$ cat config.mk
export PLATFORM = sky130hd
export DESIGN_NAME = keyframe_linear_interpolator_flat
export DESIGN_NICKNAME = d
export VERILOG_FILES = /design/src/hw/rtl/kli_pkg.sv /design/src/hw/rtl/kli_in_if.sv /design/src/hw/rtl/kli_out_if.sv /design/src/hw/rtl/kli_key_ram.sv /design/src/hw/rtl/kli_seq.sv /design/src/hw/rtl/keyframe_linear_interpolator.sv /design/src/flat_wrapper.sv
export SDC_FILE = /design/constraint.sdc
export NUM_CORES = 2
export LEC_CHECK = 0
export BUFFER_PORTS_ARGS = -buffer_cell sky130_fd_sc_hd__buf_4
export CELL_PAD_IN_SITES_DETAIL_PLACEMENT = 0
export CELL_PAD_IN_SITES_GLOBAL_PLACEMENT = 1
export CORE_UTILIZATION = 55
export CTS_BUF_LIST = sky130_fd_sc_hd__clkbuf_16
export CTS_CLUSTER_SIZE = 8
export DETAILED_ROUTE_END_ITERATION = 7
export PLACE_DENSITY = 0.88
export SYNTH_ARGS = -nofsm -noshare
export SYNTH_HDL_FRONTEND = slang
export SYNTH_SLANG_ARGS = --single-unit
$ cat constraint.sdc
create_clock -name clk -period 20.8 [get_ports clk]
set_clock_uncertainty 0.2 [all_clocks]
set_input_delay 4.16 -clock clk [delete_from_list [all_inputs] [get_ports clk]]
set_output_delay 4.16 -clock clk [all_outputs]
set_load 0.05 [all_outputs]
$ cat src/hw/rtl/kli_pkg.sv
// Shared types and constants for the keyframe linear interpolator.
// Holds command and register codes, the control word layout and the microprogram.
// No dependencies.
package kli_pkg;

  localparam int CMD_W   = 2;
  localparam int DELTA_W = 16;
  localparam int FRAC_W  = 17;
  localparam int KC_W    = 5;
  localparam int CFG_IDX_W  = 1;
  localparam int CFG_DATA_W = 5;
  localparam int PC_W    = 4;

  localparam logic [FRAC_W-1:0] FRAC_ONE = 17'h10000;
  localparam logic [3:0] DIV_STEPS_M1 = 4'd15;

  localparam logic [CMD_W-1:0] CMD_TICK = 2'd0;
  localparam logic [CMD_W-1:0] CMD_PLAY = 2'd1;
  localparam logic [CMD_W-1:0] CMD_LOAD = 2'd2;

  localparam logic [CFG_IDX_W-1:0] REG_LOOP_ENABLE    = 1'd0;
  localparam logic [CFG_IDX_W-1:0] REG_KEYFRAME_COUNT = 1'd1;

  localparam logic [3:0] OP_NOP     = 4'd0;
  localparam logic [3:0] OP_ADVANCE = 4'd1;
  localparam logic [3:0] OP_CHECK   = 4'd2;
  localparam logic [3:0] OP_LATCH_A = 4'd3;
  localparam logic [3:0] OP_LATCH_B = 4'd4;
  localparam logic [3:0] OP_FRAC    = 4'd5;
  localparam logic [3:0] OP_DIV     = 4'd6;
  localparam logic [3:0] OP_EMIT    = 4'd7;

  localparam logic [1:0] ADDR_NONE  = 2'd0;
  localparam logic [1:0] ADDR_CURC1 = 2'd1;
  localparam logic [1:0] ADDR_SEG   = 2'd2;
  localparam logic [1:0] ADDR_SEG1  = 2'd3;

  localparam logic [1:0] COND_NONE        = 2'd0;
  localparam logic [1:0] COND_NOT_PLAYING = 2'd1;
  localparam logic [1:0] COND_FRAC_DIRECT = 2'd2;
  localparam logic [1:0] COND_DIV_MORE    = 2'd3;

  localparam logic [PC_W-1:0] PC_DIV = 4'd7;
  localparam logic [PC_W-1:0] PC_MUL = 4'd8;
  localparam logic [PC_W-1:0] PC_END = 4'd13;

  typedef struct packed {
    logic [3:0]      op;
    logic [1:0]      addr_sel;
    logic [1:0]      cond;
    logic [PC_W-1:0] target;
    logic            mul_en;
    logic [1:0]      mul_lane;
    logic            acc_en;
    logic [1:0]      acc_lane;
    logic            last;
  } kli_ctl_t;

  typedef struct packed {
    logic not_playing;
    logic frac_direct;
    logic div_more;
  } kli_cond_t;

  function automatic kli_ctl_t cw(logic [3:0] op, logic [1:0] addr_sel, logic [1:0] cond,
                                  logic [PC_W-1:0] target, logic mul_en,
                                  logic [1:0] mul_lane, logic acc_en,
                                  logic [1:0] acc_lane, logic last);
    kli_ctl_t w;
    w.op       = op;
    w.addr_sel = addr_sel;
    w.cond     = cond;
    w.target   = target;
    w.mul_en   = mul_en;
    w.mul_lane = mul_lane;
    w.acc_en   = acc_en;
    w.acc_lane = acc_lane;
    w.last     = last;
    return w;
  endfunction

  function automatic kli_ctl_t kli_rom(logic [PC_W-1:0] pc);
    kli_ctl_t w;
    unique case (pc)
      4'd0:  w = cw(OP_NOP, ADDR_CURC1, COND_NOT_PLAYING, PC_END, 1'b0, 2'd0, 1'b0, 2'd0, 1'b0);
      4'd1:  w = cw(OP_ADVANCE, ADDR_CURC1, COND_NONE, '0, 1'b0, 2'd0, 1'b0, 2'd0, 1'b0);
      4'd2:  w = cw(OP_CHECK, ADDR_NONE, COND_NONE, '0, 1'b0, 2'd0, 1'b0, 2'd0, 1'b0);
      4'd3:  w = cw(OP_NOP, ADDR_SEG, COND_NONE, '0, 1'b0, 2'd0, 1'b0, 2'd0, 1'b0);
      4'd4:  w = cw(OP_LATCH_A, ADDR_SEG1, COND_NONE, '0, 1'b0, 2'd0, 1'b0, 2'd0, 1'b0);
      4'd5:  w = cw(OP_LATCH_B, ADDR_NONE, COND_NONE, '0, 1'b0, 2'd0, 1'b0, 2'd0, 1'b0);
      4'd6:  w = cw(OP_FRAC, ADDR_NONE, COND_FRAC_DIRECT, PC_MUL,
                    1'b0, 2'd0, 1'b0, 2'd0, 1'b0);
      4'd7:  w = cw(OP_DIV, ADDR_NONE, COND_DIV_MORE, PC_DIV, 1'b0, 2'd0, 1'b0, 2'd0, 1'b0);
      4'd8:  w = cw(OP_NOP, ADDR_NONE, COND_NONE, '0, 1'b1, 2'd0, 1'b0, 2'd0, 1'b0);
      4'd9:  w = cw(OP_NOP, ADDR_NONE, COND_NONE, '0, 1'b1, 2'd1, 1'b1, 2'd0, 1'b0);
      4'd10: w = cw(OP_NOP, ADDR_NONE, COND_NONE, '0, 1'b1, 2'd2, 1'b1, 2'd1, 1'b0);
      4'd11: w = cw(OP_NOP, ADDR_NONE, COND_NONE, '0, 1'b0, 2'd0, 1'b1, 2'd2, 1'b0);
      4'd12: w = cw(OP_EMIT, ADDR_NONE, COND_NONE, '0, 1'b0, 2'd0, 1'b0, 2'd0, 1'b0);
      default: w = cw(OP_NOP, ADDR_NONE, COND_NONE, '0, 1'b0, 2'd0, 1'b0, 2'd0, 1'b1);
    endcase
    return w;
  endfunction

endpackage

$ cat src/hw/rtl/kli_in_if.sv
// Request channel of the keyframe linear interpolator.
// Carries valid, ready and one command with its fields; uses kli_pkg.
interface kli_in_if
  import kli_pkg::*;
#(
  parameter int IDX_W = 4,
  parameter int TIME_W = 24,
  parameter int VAL_W = 16
);
  logic                    valid;
  logic                    ready;
  logic [CMD_W-1:0]        command;
  logic [DELTA_W-1:0]      delta_ticks;
  logic [IDX_W-1:0]        key_index;
  logic [TIME_W-1:0]       key_time;
  logic signed [VAL_W-1:0] key_x;
  logic signed [VAL_W-1:0] key_y;
  logic signed [VAL_W-1:0] key_z;

  modport source (output valid, command, delta_ticks, key_index, key_time, key_x, key_y,
                  key_z, input ready);
  modport sink (input valid, command, delta_ticks, key_index, key_time, key_x, key_y,
                key_z, output ready);
endinterface

$ cat src/hw/rtl/kli_out_if.sv
// Result channel of the keyframe linear interpolator.
// Carries valid, ready and one interpolated sample; uses kli_pkg.
interface kli_out_if
  import kli_pkg::*;
#(
  parameter int IDX_W = 4,
  parameter int VAL_W = 16
);
  logic                    valid;
  logic                    ready;
  logic signed [VAL_W-1:0] out_x;
  logic signed [VAL_W-1:0] out_y;
  logic signed [VAL_W-1:0] out_z;
  logic [IDX_W-1:0]        segment_index;
  logic [FRAC_W-1:0]       fraction;
  logic                    finished;

  modport source (output valid, out_x, out_y, out_z, segment_index, fraction, finished,
                  input ready);
  modport sink (input valid, out_x, out_y, out_z, segment_index, fraction, finished,
                output ready);
endinterface

$ cat src/hw/rtl/kli_key_ram.sv
// Keyframe table: one write port and one registered read port.
// Standalone memory, no package dependencies.
module kli_key_ram #(
  parameter int DEPTH = 16,
  parameter int AW = 4,
  parameter int DW = 72
) (
  input  logic          clk,
  input  logic          we,
  input  logic [AW-1:0] waddr,
  input  logic [DW-1:0] wdata,
  input  logic [AW-1:0] raddr,
  output logic [DW-1:0] rdata
);
  logic [DW-1:0] mem [DEPTH];

  always_ff @(posedge clk) begin
    if (we) begin
      mem[waddr] <= wdata;
    end
    rdata <= mem[raddr];
  end
endmodule

$ cat src/hw/rtl/kli_seq.sv
// Microprogram sequencer: step counter, control store and conditional jumps.
// Depends on kli_pkg for the control word, condition bundle and program.
module kli_seq
  import kli_pkg::*;
(
  input  logic      clk,
  input  logic      rst,
  input  logic      start,
  input  logic      stall,
  input  kli_cond_t conds,
  output logic      busy,
  output kli_ctl_t  ctl
);
  logic [PC_W-1:0] pc;
  logic            taken;

  assign ctl = kli_rom(pc);

  always_comb begin
    unique case (ctl.cond)
      COND_NOT_PLAYING: taken = conds.not_playing;
      COND_FRAC_DIRECT: taken = conds.frac_direct;
      COND_DIV_MORE:    taken = conds.div_more;
      default:          taken = 1'b0;
    endcase
  end

  always_ff @(posedge clk) begin
    if (rst) begin
      busy <= 1'b0;
      pc   <= '0;
    end else if (start) begin
      busy <= 1'b1;
      pc   <= '0;
    end else if (busy && !stall) begin
      priority if (ctl.last) begin
        busy <= 1'b0;
      end else if (taken) begin
        pc <= ctl.target;
      end else begin
        pc <= pc + 1'b1;
      end
    end
  end
endmodule

$ cat src/hw/rtl/keyframe_linear_interpolator.sv
// Keyframe linear interpolator. Load and play requests take effect when accepted. A tick while
// playing runs a microprogram over a shared datapath, using the 16-step restoring divider
// when the fraction needs it and skipping it when the fraction is 0 or 1.0 directly; when the
// timeline is stopped the program jumps to its end. The next request is taken when the program
// ends. The result waits in an output register, so a stalled result only holds the program at
// its emit step. Depends on kli_pkg, kli_in_if, kli_out_if, kli_key_ram and kli_seq.
module keyframe_linear_interpolator
  import kli_pkg::*;
#(
  parameter int MAX_KEYFRAMES = 16,
  parameter int VALUE_WIDTH = 16,
  parameter int TIME_WIDTH = 24
) (
  input  logic                  clk,
  input  logic                  rst,
  kli_in_if.sink                cmd,
  kli_out_if.source             res,
  input  logic                  cfg_we,
  input  logic [CFG_IDX_W-1:0]  cfg_index,
  input  logic [CFG_DATA_W-1:0] cfg_data
);
  localparam int IDX_W = $clog2(MAX_KEYFRAMES);
  localparam int CNT_W = $clog2(MAX_KEYFRAMES + 1);
  localparam int VW = VALUE_WIDTH;
  localparam int TW = TIME_WIDTH;
  localparam int DW = TW + 3 * VW;
  localparam int SUM_W = ((TW > DELTA_W) ? TW : DELTA_W) + 1;
  localparam int PROD_W = VW + 19;
  localparam logic [IDX_W:0] MAX_K = (IDX_W + 1)'(MAX_KEYFRAMES);
  localparam logic [SUM_W-1:0] TIME_MAX = SUM_W'({TW{1'b1}});

  logic            loop_enable;
  logic [KC_W-1:0] keyframe_count;
  logic            playing;
  logic [TW-1:0]   elapsed;
  logic [IDX_W-1:0] cur;
  logic [IDX_W-1:0] seg;
  logic            fin;
  logic [FRAC_W-1:0] frac;
  logic [TW-1:0]   t0;
  logic [TW-1:0]   t1;
  logic [TW-1:0]   rem;
  logic [TW-1:0]   dvs;
  logic [3:0]      divcnt;
  logic [VW-1:0]   a_v [3];
  logic [VW-1:0]   b_v [3];
  logic [VW-1:0]   res_v [3];
  logic signed [PROD_W-1:0] prod;
  logic [DELTA_W-1:0] cmd_delta;

  logic            busy;
  kli_ctl_t        ctl;
  kli_cond_t       conds;
  logic            start;
  logic            stall;
  logic            emit_go;
  logic            mem_we;
  logic [IDX_W-1:0] raddr;
  logic [DW-1:0]   rd_data;
  logic [TW-1:0]   rd_time;
  logic [VW-1:0]   rd_v [3];
  logic [CNT_W-1:0] cnt_c;
  logic [IDX_W-1:0] last1;
  logic [IDX_W-1:0] last2;
  logic [IDX_W-1:0] cur_c;
  logic [IDX_W-1:0] cur_inc;
  logic [SUM_W-1:0] sum;
  logic [TW-1:0]   elapsed_next;
  logic            adv;
  logic            at_end;
  logic [TW:0]     r2;
  logic            ge;
  logic signed [VW:0] diff;

  assign cmd.ready = !busy;
  assign start  = cmd.valid && cmd.ready && (cmd.command == CMD_TICK);
  assign mem_we = cmd.valid && cmd.ready && (cmd.command == CMD_LOAD) &&
                  ({1'b0, cmd.key_index} < MAX_K);
  assign stall   = busy && (ctl.op == OP_EMIT) && res.valid && !res.ready;
  assign emit_go = busy && (ctl.op == OP_EMIT) && !stall;

  kli_key_ram #(
    .DEPTH (MAX_KEYFRAMES),
    .AW    (IDX_W),
    .DW    (DW)
  ) u_ram (
    .clk   (clk),
    .we    (mem_we),
    .waddr (cmd.key_index),
    .wdata ({cmd.key_z, cmd.key_y, cmd.key_x, cmd.key_time}),
    .raddr (raddr),
    .rdata (rd_data)
  );

  kli_seq u_seq (
    .clk   (clk),
    .rst   (rst),
    .start (start),
    .stall (stall),
    .conds (conds),
    .busy  (busy),
    .ctl   (ctl)
  );

  always_comb begin
    rd_time = rd_data[TW-1:0];
    for (int l = 0; l < 3; l++) begin
      rd_v[l] = rd_data[TW + l * VW +: VW];
    end
  end

  always_comb begin
    if (keyframe_count < 5'd2) begin
      cnt_c = CNT_W'(2);
    end else if (32'(keyframe_count) > 32'(MAX_KEYFRAMES)) begin
      cnt_c = CNT_W'(MAX_KEYFRAMES);
    end else begin
      cnt_c = CNT_W'(keyframe_count);
    end
    last1 = IDX_W'(cnt_c - CNT_W'(1));
    last2 = IDX_W'(cnt_c - CNT_W'(2));
    cur_c = (cur > last2) ? last2 : cur;
    cur_inc = cur + 1'b1;
    adv = rd_time <= elapsed;
    at_end = cur_inc == last1;
    sum = SUM_W'(elapsed) + SUM_W'(cmd_delta);
    elapsed_next = (sum > TIME_MAX) ? TW'(TIME_MAX) : TW'(sum);
    r2 = {rem, 1'b0};
    ge = r2 >= {1'b0, dvs};
    diff = $signed({b_v[ctl.mul_lane][VW-1], b_v[ctl.mul_lane]}) -
           $signed({a_v[ctl.mul_lane][VW-1], a_v[ctl.mul_lane]});
  end

  always_comb begin
    unique case (ctl.addr_sel)
      ADDR_CURC1: raddr = cur_c + 1'b1;
      ADDR_SEG1:  raddr = seg + 1'b1;
      default:    raddr = seg;
    endcase
  end

  assign conds.not_playing = !playing;
  assign conds.frac_direct = fin || (t1 <= t0) || (elapsed <= t0) || (elapsed >= t1);
  assign conds.div_more    = divcnt != 4'd0;

  always_ff @(posedge clk) begin
    if (start) begin
      cmd_delta <= cmd.delta_ticks;
    end
  end

  always_ff @(posedge clk) begin
    if (rst) begin
      loop_enable    <= 1'b0;
      keyframe_count <= KC_W'(2);
    end else if (cfg_we) begin
      unique case (cfg_index)
        REG_LOOP_ENABLE:    loop_enable <= cfg_data[0];
        REG_KEYFRAME_COUNT: keyframe_count <= cfg_data;
        default: ;
      endcase
    end
  end

  always_ff @(posedge clk) begin
    if (rst) begin
      playing <= 1'b1;
      elapsed <= '0;
      cur     <= '0;
    end else if (cmd.valid && cmd.ready && (cmd.command == CMD_PLAY)) begin
      playing <= 1'b1;
      elapsed <= '0;
      cur     <= '0;
    end else if (busy && (ctl.op == OP_ADVANCE)) begin
      elapsed <= elapsed_next;
      cur     <= cur_c;
    end else if (busy && (ctl.op == OP_CHECK)) begin
      priority if (adv && at_end && loop_enable) begin
        elapsed <= '0;
        cur     <= '0;
      end else if (adv && at_end) begin
        playing <= 1'b0;
        cur     <= last1;
      end else if (adv) begin
        cur <= cur_inc;
      end
    end
  end

  always_ff @(posedge clk) begin
    if (busy) begin
      unique case (ctl.op)
        OP_CHECK: begin
          fin <= adv && at_end && !loop_enable;
          priority if (adv && at_end && loop_enable) begin
            seg <= '0;
          end else if (adv && at_end) begin
            frac <= FRAC_ONE;
            seg  <= last2;
          end else if (adv) begin
            seg <= cur_inc;
          end else begin
            seg <= cur;
          end
        end
        OP_LATCH_A: begin
          t0 <= rd_time;
          for (int l = 0; l < 3; l++) begin
            a_v[l] <= rd_v[l];
          end
        end
        OP_LATCH_B: begin
          t1 <= rd_time;
          for (int l = 0; l < 3; l++) begin
            b_v[l] <= rd_v[l];
          end
        end
        OP_FRAC: begin
          priority if (fin) begin
            frac <= frac;
          end else if (t1 <= t0) begin
            frac <= FRAC_ONE;
          end else if (elapsed <= t0) begin
            frac <= '0;
          end else if (elapsed >= t1) begin
            frac <= FRAC_ONE;
          end else begin
            frac   <= '0;
            rem    <= elapsed - t0;
            dvs    <= t1 - t0;
            divcnt <= DIV_STEPS_M1;
          end
        end
        OP_DIV: begin
          rem    <= ge ? TW'(r2 - {1'b0, dvs}) : TW'(r2);
          frac   <= {frac[FRAC_W-2:0], ge};
          divcnt <= divcnt - 4'd1;
        end
        default: ;
      endcase
      if (ctl.mul_en) begin
        prod <= PROD_W'(diff * $signed({1'b0, frac}));
      end
      if (ctl.acc_en) begin
        res_v[ctl.acc_lane] <= a_v[ctl.acc_lane] + prod[VW+15:16];
      end
    end
  end

  always_ff @(posedge clk) begin
    if (rst) begin
      res.valid <= 1'b0;
    end else if (emit_go) begin
      res.valid <= 1'b1;
    end else if (res.ready) begin
      res.valid <= 1'b0;
    end
  end

  always_ff @(posedge clk) begin
    if (emit_go) begin
      res.out_x         <= res_v[0];
      res.out_y         <= res_v[1];
      res.out_z         <= res_v[2];
      res.segment_index <= seg;
      res.fraction      <= frac;
      res.finished      <= fin;
    end
  end
endmodule
$ cat src/flat_wrapper.sv
// flat-port wrapper written by rule: the top's interface ports become plain ports
module keyframe_linear_interpolator_flat import kli_pkg::*;
#(
  parameter int MAX_KEYFRAMES = 16,
  parameter int VALUE_WIDTH = 16,
  parameter int TIME_WIDTH = 24
)
  (clk, rst, cfg_we, cfg_index, cfg_data, cmd_valid, cmd_command, cmd_delta_ticks, cmd_key_index, cmd_key_time, cmd_key_x, cmd_key_y, cmd_key_z, cmd_ready, res_valid, res_out_x, res_out_y, res_out_z, res_segment_index, res_fraction, res_finished, res_ready);
  kli_in_if cmd_i ();
  kli_out_if res_i ();
  input  logic clk;
  input  logic rst;
  input  logic cfg_we;
  input  logic [CFG_IDX_W-1:0] cfg_index;
  input  logic [CFG_DATA_W-1:0] cfg_data;
  input wire logic [$bits(cmd_i.valid)-1:0] cmd_valid;
  input wire logic [$bits(cmd_i.command)-1:0] cmd_command;
  input wire logic [$bits(cmd_i.delta_ticks)-1:0] cmd_delta_ticks;
  input wire logic [$bits(cmd_i.key_index)-1:0] cmd_key_index;
  input wire logic [$bits(cmd_i.key_time)-1:0] cmd_key_time;
  input wire logic [$bits(cmd_i.key_x)-1:0] cmd_key_x;
  input wire logic [$bits(cmd_i.key_y)-1:0] cmd_key_y;
  input wire logic [$bits(cmd_i.key_z)-1:0] cmd_key_z;
  output wire logic [$bits(cmd_i.ready)-1:0] cmd_ready;
  output wire logic [$bits(res_i.valid)-1:0] res_valid;
  output wire logic [$bits(res_i.out_x)-1:0] res_out_x;
  output wire logic [$bits(res_i.out_y)-1:0] res_out_y;
  output wire logic [$bits(res_i.out_z)-1:0] res_out_z;
  output wire logic [$bits(res_i.segment_index)-1:0] res_segment_index;
  output wire logic [$bits(res_i.fraction)-1:0] res_fraction;
  output wire logic [$bits(res_i.finished)-1:0] res_finished;
  input wire logic [$bits(res_i.ready)-1:0] res_ready;
  assign cmd_i.valid = cmd_valid;
  assign cmd_i.command = cmd_command;
  assign cmd_i.delta_ticks = cmd_delta_ticks;
  assign cmd_i.key_index = cmd_key_index;
  assign cmd_i.key_time = cmd_key_time;
  assign cmd_i.key_x = cmd_key_x;
  assign cmd_i.key_y = cmd_key_y;
  assign cmd_i.key_z = cmd_key_z;
  assign cmd_ready = cmd_i.ready;
  assign res_valid = res_i.valid;
  assign res_out_x = res_i.out_x;
  assign res_out_y = res_i.out_y;
  assign res_out_z = res_i.out_z;
  assign res_segment_index = res_i.segment_index;
  assign res_fraction = res_i.fraction;
  assign res_finished = res_i.finished;
  assign res_i.ready = res_ready;
  keyframe_linear_interpolator #(.MAX_KEYFRAMES(MAX_KEYFRAMES), .VALUE_WIDTH(VALUE_WIDTH), .TIME_WIDTH(TIME_WIDTH)) u_core (.clk(clk), .rst(rst), .cmd(cmd_i), .res(res_i), .cfg_we(cfg_we), .cfg_index(cfg_index), .cfg_data(cfg_data));
endmodule
==> out/results.txt <==
Syn avg cell area = 15.1 sq um
Netlist Area Pre-Place = 0.0782 sq mm
Maximum buffer depth of the clock tree = 3
Netlist cell types = 87
Die Y = 379 microns
Final wirelength = 177 mm
CP arrival = 9.87 ns
F_max = 105 MHz
RSZ-0062 raised after global routing = no
Worst skew pair latency = 0.84 ns
WL/cell = 23.6 microns
Power Dens Cells = 86.2 mW/mm^2
Hold wc startpoint = u_core.u_ram.rdata[44]$_DFF_P_
Fin nets = 6098
Critical Path Max Stage Delay = 0.52 ns
Worst Path Max Fanout = 32
Max VDD drop = 78.6 uV
CTS tree = done
Resized Gates After CTS = 0
Total CTS buffers = 224
Max-cap viol count = 0
Worst Hold Class = reg -> reg
Worst r2r src = u_core.u_seq.ctl[4]$_SDFF_PP0_
Vias in the first global route = 45100
Final period utilization = 0.458
Period minus WS final = 9.52 ns
Synth Warn # = 0
GPL Wtd Cong = 0.853
Clock-pin slew on the worst setup and hold paths = 0.06 ns
Critical path launch point type = flip-flop
Die Wd = 379 microns
# port buffers = 176
Static Leak = 35.3 nW
CTS Hold Bufs = 0
DRC = 0
Yosys reg bits = 1648
Post-CTS setup buffers = 0
Boundary pin count = 177
Area grow syn2layout = 12.8%
Layout cell share with drive strength beyond 1 = 0.126
Total core area = 0.140 sq mm
CP startpoint = u_core.u_seq.ctl[4]$_SDFF_PP0_
Worst slew pin tran = 1.24 ns
Setup TNS = 0 ns
Hold path depth = 0
Top_reg_cell synth = edfxtp_1
Status = finished clean
Synth Net Count = 5801
Relative slew margins = 0.168
Die area = 0.144 sq mm
Vias per cell = 5.88
Final total power = 7.60 mW
Initial Utilization = 0.558
First-pass DRT Iterations = 7
Worst Setup End Kind = flip-flop
H-tree depth = 4
Crit Path Category = reg -> reg
EDFF count, synth = 1520
First-pass GRT wire length = 268 mm
Seq/Total Area, Yosys = 0.616
Slowest CP cell = fa_1
Final setup viols = 0
Fill cells = 9973
Final Hold Vio Count = 0
GRT Util Overall = 0.250
Clock Tree Root = clkbuf_16
Final slew viol count = 0
Rows = 137
Initial DRC count = 4066
Post-synth ARST share = 0
Antenna Violating Nets Remaining = 0
Initial antenna violation count = 22
CP required = 21.15 ns
Vias = 44000
Worst path most repeated cell = fa_1
Clock tree sinks = 1648
Syn Inst Count = 5177
Post-DP HPWL = 106 mm
Worst r2r path cells = 36
Total congestion overflow = 0
Largest net degree at the start of global routing = 120
-- kinds of logic after synthesis --
| logic type | share of synthesized area |
|---|---|
| DFF | 0.616 |
| muxes | 0.132 |
| buffers and inverters | 0.0327 |
| and+or+nand+nor | 0.0537 |
| adders and majority gates | 0.105 |
| AOI/OAI and AO/OA | 0.0457 |
| xor gates and xnor gates | 0.0138 |
-- cell usage after synthesis, types with 8 or more instances --
cell	instances	area share
a21oi_1	155	0.0099
and3_1	35	0.0028
edfxtp_1	1520	0.58
xor2_1	35	0.0039
and2_1	99	0.0079
fa_1	229	0.059
or3_1	20	0.0016
mux2i_1	708	0.091
a211oi_1	14	0.0013
nand3_1	48	0.0031
buf_6	8	0.0012
nand2b_1	33	0.0026
o21bai_1	15	0.0014
nand2_1	305	0.015
nor3_1	50	0.0032
o21a_1	38	0.0036
mux4_2	144	0.041
nor2_1	157	0.0075
o21ai_0	115	0.0074
dfxtp_1	128	0.033
nor2b_1	57	0.0046
o211ai_1	13	0.0012
xnor2_1	86	0.0096
clkbuf_1	97	0.0047
a21o_1	64	0.0061
or2_2	14	0.0011
ha_1	290	0.046
o21ai_1	13	0.00083
buf_2	59	0.0038
o31ai_1	20	0.0019
nand4_1	19	0.0015
buf_1	11	0.00053
a31oi_1	31	0.0025
inv_1	422	0.020
-- worst max-delay path, delay by kind of cell, from the launching register on --
| kind | cells | cell delay, ns |
|---|---|---|
| xor+xnor | 2 | 0.30 |
| compound gates | 12 | 2.76 |
| fa+ha+maj | 9 | 3.77 |
| buf+inv | 7 | 0.98 |
| simple gates | 5 | 0.67 |
| mux | 1 | 0.24 |
| flops | 1 | 0.31 |
-- power by group --
part | leakage (nW) | internal (mW) | total (mW) | switching, mW
combinational | 17.0 | 0.252 | 0.598 | 0.346
clock | 3.54 | 1.92 | 3.26 | 1.34
sequential | 14.8 | 3.69 | 3.74 | 0.0501
-- through the flow --
| step | util | hold WS, ns | cells | setup WS (ns) | instance area (sq um) |
|---|---|---|---|---|---|
| after floorplan | - | 0.200 | 5177 | 10.02 | 78200 |
| after global routing | 0.629 | 0.194 | 7484 | 10.74 | 88200 |
| after global placement | 0.583 | 0.202 | 7124 | 11.51 | 81800 |
| after CTS | 0.629 | 0.194 | 7483 | 11.34 | 88200 |
| after detailed placement | 0.583 | 0.205 | 7124 | 11.35 | 81800 |
| final | 0.629 | 0.193 | 7487 | 11.28 | 88200 |
-- cell type report --
| cell class | count | area (sq um) | share of cell area |
|---|---|---|---|
| sequential | 1648 | 48200 | 0.547 |
| multi-input combinational | 2919 | 27700 | 0.314 |
| clock buffer | 224 | 5610 | 0.0636 |
| tap | 1876 | 2350 | 0.0266 |
| timing repair buffer | 258 | 1990 | 0.0225 |
| inverter | 423 | 1590 | 0.0180 |
| clock inverter | 135 | 797 | 0.00904 |
| antenna | 4 | 10.0 | 0.000113 |
-- worst paths after layout --
path,endpoint,slack (ns)
worst max-delay path,u_core.prod[31]$_DFFE_PP_,11.28
worst min-delay path,u_core.b_v[1][4]$_DFFE_PP_,0.19
worst max register to register,u_core.prod[31]$_DFFE_PP_,11.28
worst min register to register,u_core.b_v[1][4]$_DFFE_PP_,0.19
-- placed cells by master (no fill, tap or decap), types with 38 or more instances in the layout --
cell	n
mux4_2	144
nor3_1	42
clkbuf_16	224
a21o_1	63
buf_4	254
and2_1	99
o21ai_0	115
dfxtp_1	126
nor2_1	145
ha_1	290
fa_1	229
mux2i_1	707
xnor2_1	85
nand3_1	48
nor2b_1	55
inv_1	541
a21oi_1	154
edfxtp_1	1520
o21a_1	38
nand2_1	305
-- state kept, by name (all words and copies together), names as in the netlist, 24 cells and up --
register / cells
u_core.elapsed: 24
u_core.dvs: 24
u_core.u_ram.mem: 1152
u_core.u_ram.rdata: 72
u_core.t1: 24
u_core.t0: 24
u_core.res_v: 48
u_core.rem: 24
u_core.a_v: 48
u_core.b_v: 48
-- routing by layer --
layer  global-route usage  wire length, microns  vias to the layer above
met5                    0                   123                        -
met4               0.0832                  5000                       18
met3               0.0487                 13100                      337
met2                0.408                 84900                     1668
met1                0.337                 73400                    22200
li1                     -                     -                    19700
Power figures use the tool's default switching activity.
